**src/rtl/core/sfd_pkg.sv**
```systemverilog
// Shared constants, types and register codes of the stereo feedback delay.
`default_nettype none
package sfd_pkg;

  localparam int DELAY_DEPTH = 65536;
  localparam int ADDR_W      = $clog2(DELAY_DEPTH);
  localparam int DL_W        = (ADDR_W + 1 > 17) ? ADDR_W + 1 : 17;

  localparam int SAMPLE_W    = 16;
  localparam int LP_W        = 24;
  localparam int CFG_IDX_W   = 3;
  localparam int CFG_DATA_W  = 16;

  localparam logic [CFG_IDX_W-1:0] REG_DELAY = 3'd0;
  localparam logic [CFG_IDX_W-1:0] REG_GAIN  = 3'd1;
  localparam logic [CFG_IDX_W-1:0] REG_WET   = 3'd2;
  localparam logic [CFG_IDX_W-1:0] REG_PP    = 3'd3;
  localparam logic [CFG_IDX_W-1:0] REG_DAMP  = 3'd4;

  localparam logic [15:0] DELAY_RST = 16'd12000;
  localparam logic [14:0] GAIN_RST  = 15'd13107;
  localparam logic [15:0] WET_RST   = 16'd16384;
  localparam logic [14:0] DAMP_RST  = 15'd17826;
  localparam logic [14:0] FB_LIMIT  = 15'd32440;
  localparam logic [15:0] WET_UNITY = 16'd32768;

  typedef logic signed [SAMPLE_W-1:0] sample_t;
  typedef logic [ADDR_W-1:0]          addr_t;

  typedef struct packed {
    logic ch;
    logic step_a;
    logic step_b;
    logic step_c;
    logic step_d;
  } dp_ctrl_t;

  typedef struct packed {
    logic    rd_en;
    addr_t   rd_addr;
    logic    we;
    logic    wch;
    addr_t   waddr;
    sample_t wdata;
  } store_req_t;

endpackage
`default_nettype wire

```
**src/rtl/core/sfd_dp.sv**
```systemverilog
// Per-channel arithmetic: lowpass update, feedback value and wet/dry mix.
`default_nettype none
module sfd_dp (
  input  wire logic              clk,
  input  wire logic              rst_n,
  input  wire sfd_pkg::dp_ctrl_t ctrl,
  input  wire sfd_pkg::sample_t  rdata_l,
  input  wire sfd_pkg::sample_t  rdata_r,
  input  wire logic              rvalid,
  input  wire logic              fwd,
  input  wire sfd_pkg::sample_t  dry,
  input  wire logic              ping_pong,
  input  wire logic [14:0]       damp,
  input  wire logic [14:0]       gain,
  input  wire logic [15:0]       wet,
  output sfd_pkg::sample_t       wdata,
  output sfd_pkg::sample_t       left_res,
  output sfd_pkg::sample_t       right_res
);
  import sfd_pkg::*;

  function automatic sample_t sat16(input logic signed [20:0] v);
    if (v > 21'sd32767) begin
      return 16'sh7FFF;
    end else if (v < -21'sd32768) begin
      return 16'sh8000;
    end else begin
      return v[15:0];
    end
  endfunction

  logic signed [LP_W-1:0] lp_r [2];
  logic signed [40:0]     p1_r;
  logic signed [33:0]     pw_r;
  logic signed [39:0]     p2_r;
  sample_t                res_r [2];
  sample_t                line_l_r;

  sample_t                d_sel;
  sample_t                d;
  logic signed [LP_W-1:0] lp_cur;
  logic signed [24:0]     diff;
  logic signed [16:0]     dd;
  logic signed [40:0]     p1_rnd;
  logic signed [26:0]     lp_sum;
  logic signed [LP_W-1:0] lp_clamp;
  logic signed [33:0]     pw_rnd;
  logic signed [39:0]     p2_rnd;

  always_comb begin
    if (ctrl.ch) begin
      d_sel = ping_pong ? rdata_l : rdata_r;
    end else begin
      d_sel = ping_pong ? rdata_r : rdata_l;
    end
    if (ctrl.ch && ping_pong && fwd) begin
      d = line_l_r;
    end else if (rvalid) begin
      d = d_sel;
    end else begin
      d = '0;
    end
    lp_cur = lp_r[ctrl.ch];
    diff   = 25'(signed'({d, 8'h00})) - 25'(lp_cur);
    dd     = 17'(d) - 17'(dry);

    p1_rnd = (p1_r + 41'sd16384) >>> 15;
    lp_sum = 27'(lp_cur) + 27'(p1_rnd);
    if (lp_sum > 27'sd8388607) begin
      lp_clamp = 24'sh7FFFFF;
    end else if (lp_sum < -27'sd8388608) begin
      lp_clamp = 24'sh800000;
    end else begin
      lp_clamp = lp_sum[LP_W-1:0];
    end
    pw_rnd = (pw_r + 34'sd16384) >>> 15;

    p2_rnd = (p2_r + 40'sd4194304) >>> 23;
    wdata  = sat16(21'(18'(dry) + 18'(p2_rnd)));
  end

  always_ff @(posedge clk) begin
    if (!rst_n) begin
      lp_r[0] <= '0;
      lp_r[1] <= '0;
    end else if (ctrl.step_b) begin
      lp_r[ctrl.ch] <= lp_clamp;
    end
  end

  always_ff @(posedge clk) begin
    if (ctrl.step_a) begin
      p1_r <= 41'(diff) * 41'(signed'({1'b0, damp}));
      pw_r <= 34'(dd) * 34'(signed'({1'b0, wet}));
    end
    if (ctrl.step_b) begin
      res_r[ctrl.ch] <= sat16(21'(dry) + 21'(pw_rnd));
    end
    if (ctrl.step_c) begin
      p2_r <= 40'(lp_cur) * 40'(signed'({1'b0, gain}));
    end
    if (ctrl.step_d && !ctrl.ch) begin
      line_l_r <= wdata;
    end
  end

  assign left_res  = res_r[0];
  assign right_res = res_r[1];

endmodule
`default_nettype wire

```
**config.mk**
```make
export PLATFORM = sky130hd
export DESIGN_NAME = sfd_dp
export DESIGN_NICKNAME = d
export VERILOG_FILES = /design/src/rtl/core/sfd_pkg.sv /design/src/rtl/core/sfd_dp.sv
export SDC_FILE = /design/constraint.sdc
export NUM_CORES = 2
export LEC_CHECK = 0
export BUFFER_PORTS_ARGS = -buffer_cell sky130_fd_sc_hd__buf_2
export CORE_MARGIN = 3
export CORE_UTILIZATION = 50
export DETAILED_ROUTE_END_ITERATION = 6
export PLACE_DENSITY = 0.78
export SLEW_MARGIN = 10
export SYNTH_ARGS = -nofsm -noshare
export SYNTH_HDL_FRONTEND = slang
export SYNTH_SLANG_ARGS = --single-unit
```
**constraint.sdc**
```tcl
create_clock -name clk -period 10.1 [get_ports clk]
set_input_delay 0 -clock clk [delete_from_list [all_inputs] [get_ports clk]]
set_output_delay 0 -clock clk [all_outputs]
set_load 0.01 [all_outputs]
```
==> results.rst <==
.. list-table::
   :header-rows: 1

   * - Metric
     - Value
   * - Outcome
     - completed
   * - Residual antenna-violating net count after detailed routing
     - 0
   * - Maximum buffer depth of the clock tree
     - 2
   * - Hold Path Depth
     - 3
   * - Chip Height
     - 317 µm
   * - Distinct cell type count of the synthesized netlist
     - 92
   * - TritonCTS clock tree
     - built
   * - Initial drt markers
     - 2,813
   * - Post-layout util
     - 53.4%
   * - Number of hold violations in the final report
     - 0
   * - Wirelength per Cell
     - 19.5 µm
   * - Final Max Slew Viols
     - 0
   * - Syn_nets
     - 6,687
   * - Synthesis-stage register bit count
     - 161
   * - Total vias in the final route
     - 36,400
   * - Total negative setup slack
     - 0 ns
   * - Portion of the post-synthesis area used by sequential elements
     - 10.0%
   * - Req. time, crit path
     - 10.29 ns
   * - Category of the worst setup path capture point
     - flop
   * - Post-CTS Setup Inserts
     - 0
   * - Final weighted congestion in routability-driven placement
     - 0.935
   * - Dominant register cell in the synthesized netlist
     - edfxtp_1
   * - End point of the critical path
     - p1_r[40]
   * - Startpoint of the worst setup timing path
     - ctrl[4]
   * - Fraction of final layout cells with drive strength greater than 1
     - 6.51%
   * - Rows
     - 113
   * - Setup Crit Path Kind
     - in -> reg
   * - Arrival time worst endpoint
     - 9.54 ns
   * - Per-cell via count in the routed design
     - 5.57
   * - Fill cells
     - 8,442
   * - Multi-input logic area
     - 0.0383 mm²
   * - Mean post-synth cell area
     - 9.25 µm²
   * - Max_slew headroom
     - 13.2%
   * - Initial core utilization
     - 50.6%
   * - Hold path startpoint
     - rst_n
   * - Overall routing resource usage
     - 26.4%
   * - First-pass DRT Iterations
     - 6
   * - Drc violations
     - 0
   * - Final setup violation count
     - 0
   * - Reg-to-reg endpoint
     - p1_r[40]
   * - Number of port buffers
     - 151
   * - Highest cell delay on the worst timing path
     - 0.86 ns
   * - Total I/O pin count
     - 152
   * - Remaining global-route overflow
     - 0
   * - Number of standard cells after synthesis
     - 5,222
   * - Area of all sequential standard cells
     - 0.00483 mm²
   * - Total number of yosys warnings
     - 0
   * - Maximum level of the CTS H-tree
     - 4
   * - Portion of the clock cycle consumed by the worst path in the final layout
     - 92.6%
   * - Wire length after detailed routing
     - 128,000 µm
   * - Syn Std Cell Area
     - 0.0483 mm²
   * - Cell occurring most often along the worst timing path
     - fa_1
   * - Overall die area
     - 0.100 mm²
   * - Number of global-route vias before repair
     - 39,100
   * - R2R Setup Slk
     - 0.84 ns
   * - Final HPWL DP
     - 102,000 µm
   * - Path class of the lowest-slack min-delay path
     - in -> reg
   * - Largest clock skew in the final design
     - 0.0159 ns
   * - Chip width
     - 317 µm
   * - Total number of clock tree sinks
     - 161
   * - Worst slew pin tran
     - 1.30 ns
   * - Maximum clock frequency
     - 0.107 GHz
   * - Antenna violations before repair
     - 24
   * - Worst hold-check slack
     - 0.161 ns
   * - Cell with the largest stage delay on the worst path
     - fa_1
   * - Max_cap viols
     - 0
   * - Largest fanout on the critical path
     - 18
   * - EDFF count, synth
     - 161
   * - Total clock buffers created by CTS
     - 17
   * - Path depth of the worst reg2reg path
     - 31
   * - Standard cell core area
     - 0.0954 mm²
   * - Root buf cell
     - clkbuf_16
   * - Pin count of the biggest net entering global routing
     - 48
   * - Clock edge transition at the registers on the reported setup and hold paths
     - 0.07 ns
   * - Global-route wire length before repair
     - 208,000 µm
   * - Fraction of registers with async set/reset
     - 0%
   * - Critical path launch point type
     - input port
   * - Final critical-path required period
     - 9.35 ns
   * - Synth-to-Final Area Change
     - 5.40%
   * - Insertion delay of the later-clocked pin in the worst-skew pair
     - 0.45 ns
   * - RSZ-0062 raised after global routing
     - false
   * - Nets@finish
     - 6,705
   * - Reg-to-reg startpoint
     - line_l_r[1]
-- cell usage after synthesis, types with 14 or more instances --
master,instances,area (µm²)
inv_1,1157,4340
fa_1,985,19700
nand2_1,706,2650
and2_1,407,2550
ha_1,376,4700
clkbuf_1,182,683
edfxtp_1,161,4830
xnor2_1,155,1360
a21oi_1,121,606
nor2_1,105,394
a21o_1,79,593
nand3_1,74,370
xor2_1,70,613
o21ai_0,68,340
a211oi_2,42,526
and3_1,41,257
nor3_1,40,200
nor2b_1,39,244
a31oi_1,25,156
o21a_1,25,188
mux2i_1,23,230
nand4_1,20,125
a211oi_1,19,143
nand2b_1,19,119
mux2_2,17,191
o211ai_1,14,105
o21bai_1,14,105
-- how the worst min path moves through the flow --
| stage | slack (ns) | end |
|---|---|---|
| final | 0.16 | lp_r[0][18] |
| after global routing | 0.18 | lp_r[0][18] |
| after CTS | 0.14 | lp_r[0][18] |
| after detailed placement | 0.41 | left_res[9] |
| after global placement | 0.42 | left_res[0] |
| after floorplan | 0.11 | p1_r[14] |
-- metrics by stage --
step	area, µm²	worst slack (ns)	cells
4_1_cts	50900	0.729	6518
2_1_floorplan	48300	0.560	5222
3_3_place_gp	50200	0.546	6485
3_5_place_dp	50200	0.244	6485
5_1_grt	50900	0.147	6525
6_report	50900	0.747	6542
-- flip-flops by register name, summed over array words and instances (netlist names) --
name	flops
line_l_r	16
lp_r	48
p1_r	27
p2_r	18
pw_r	20
res_r	32
-- layout make-up --
cell class | instances | area share (%)
sequential | 161 | 9.49
inverter | 1157 | 8.53
timing repair buffer | 210 | 2.36
antenna | 24 | 0.118
clock inverter | 15 | 0.408
multi-input combinational | 3693 | 75.1
tap | 1265 | 3.11
clock buffer | 17 | 0.835
-- critical path, delay by kind of cell --
| family | cells | cell delay, ns |
|---|---|---|
| xor+xnor | 1 | 0.15 |
| compound gates | 15 | 3.28 |
| simple gates | 2 | 0.56 |
| fa+ha+maj | 8 | 4.22 |
| mux | 1 | 0.12 |
| buf+inv | 7 | 1.18 |
-- cells by family (layout without fill, tap and decap cells) --
family,Yosys count,count (layout),synth area share [%]
other,0,24,0
adder cells (fa/ha/maj),1367,1367,50.7
buffers and inverters,1368,1399,10.8
AO/OA/AOI/OAI,543,543,8.19
multiplexers,42,42,0.950
XOR/XNOR,226,226,4.11
flip-flops,161,161,10.0
AND/OR/NAND/NOR,1515,1515,15.2
-- placed cells by master (no fill, tap or decap), drive strengths merged, types with 41 or more instances in the layout --
cell    count
and2      407
xor2       70
fa        985
inv      1160
nand2     706
a211oi     61
ha        376
nor2      105
nand3      74
o21ai      81
xnor2     156
a21o       79
edfxtp    161
buf       209
a21oi     124
and3       41
-- routing by layer --
layer	up-vias	wire [µm]	global-route usage [%]
li1	16100	-	-
met1	18400	50200	34.3
met2	1549	60500	43.3
met3	360	11500	5.57
met4	6	5420	10.6
met5	-	36	0
-- timing repair --
action / 4_1_cts / 5_1_grt
endpoints found under the hold margin: 18 / 0
setup endpoints to repair: 0 / 1
gates resized for setup: 0 / 1
hold buffers: 1 / 0
Power is left out: the tool's default activity adds up to more than one toggle a clock period on the data nets, which glitch-free logic cannot reach.
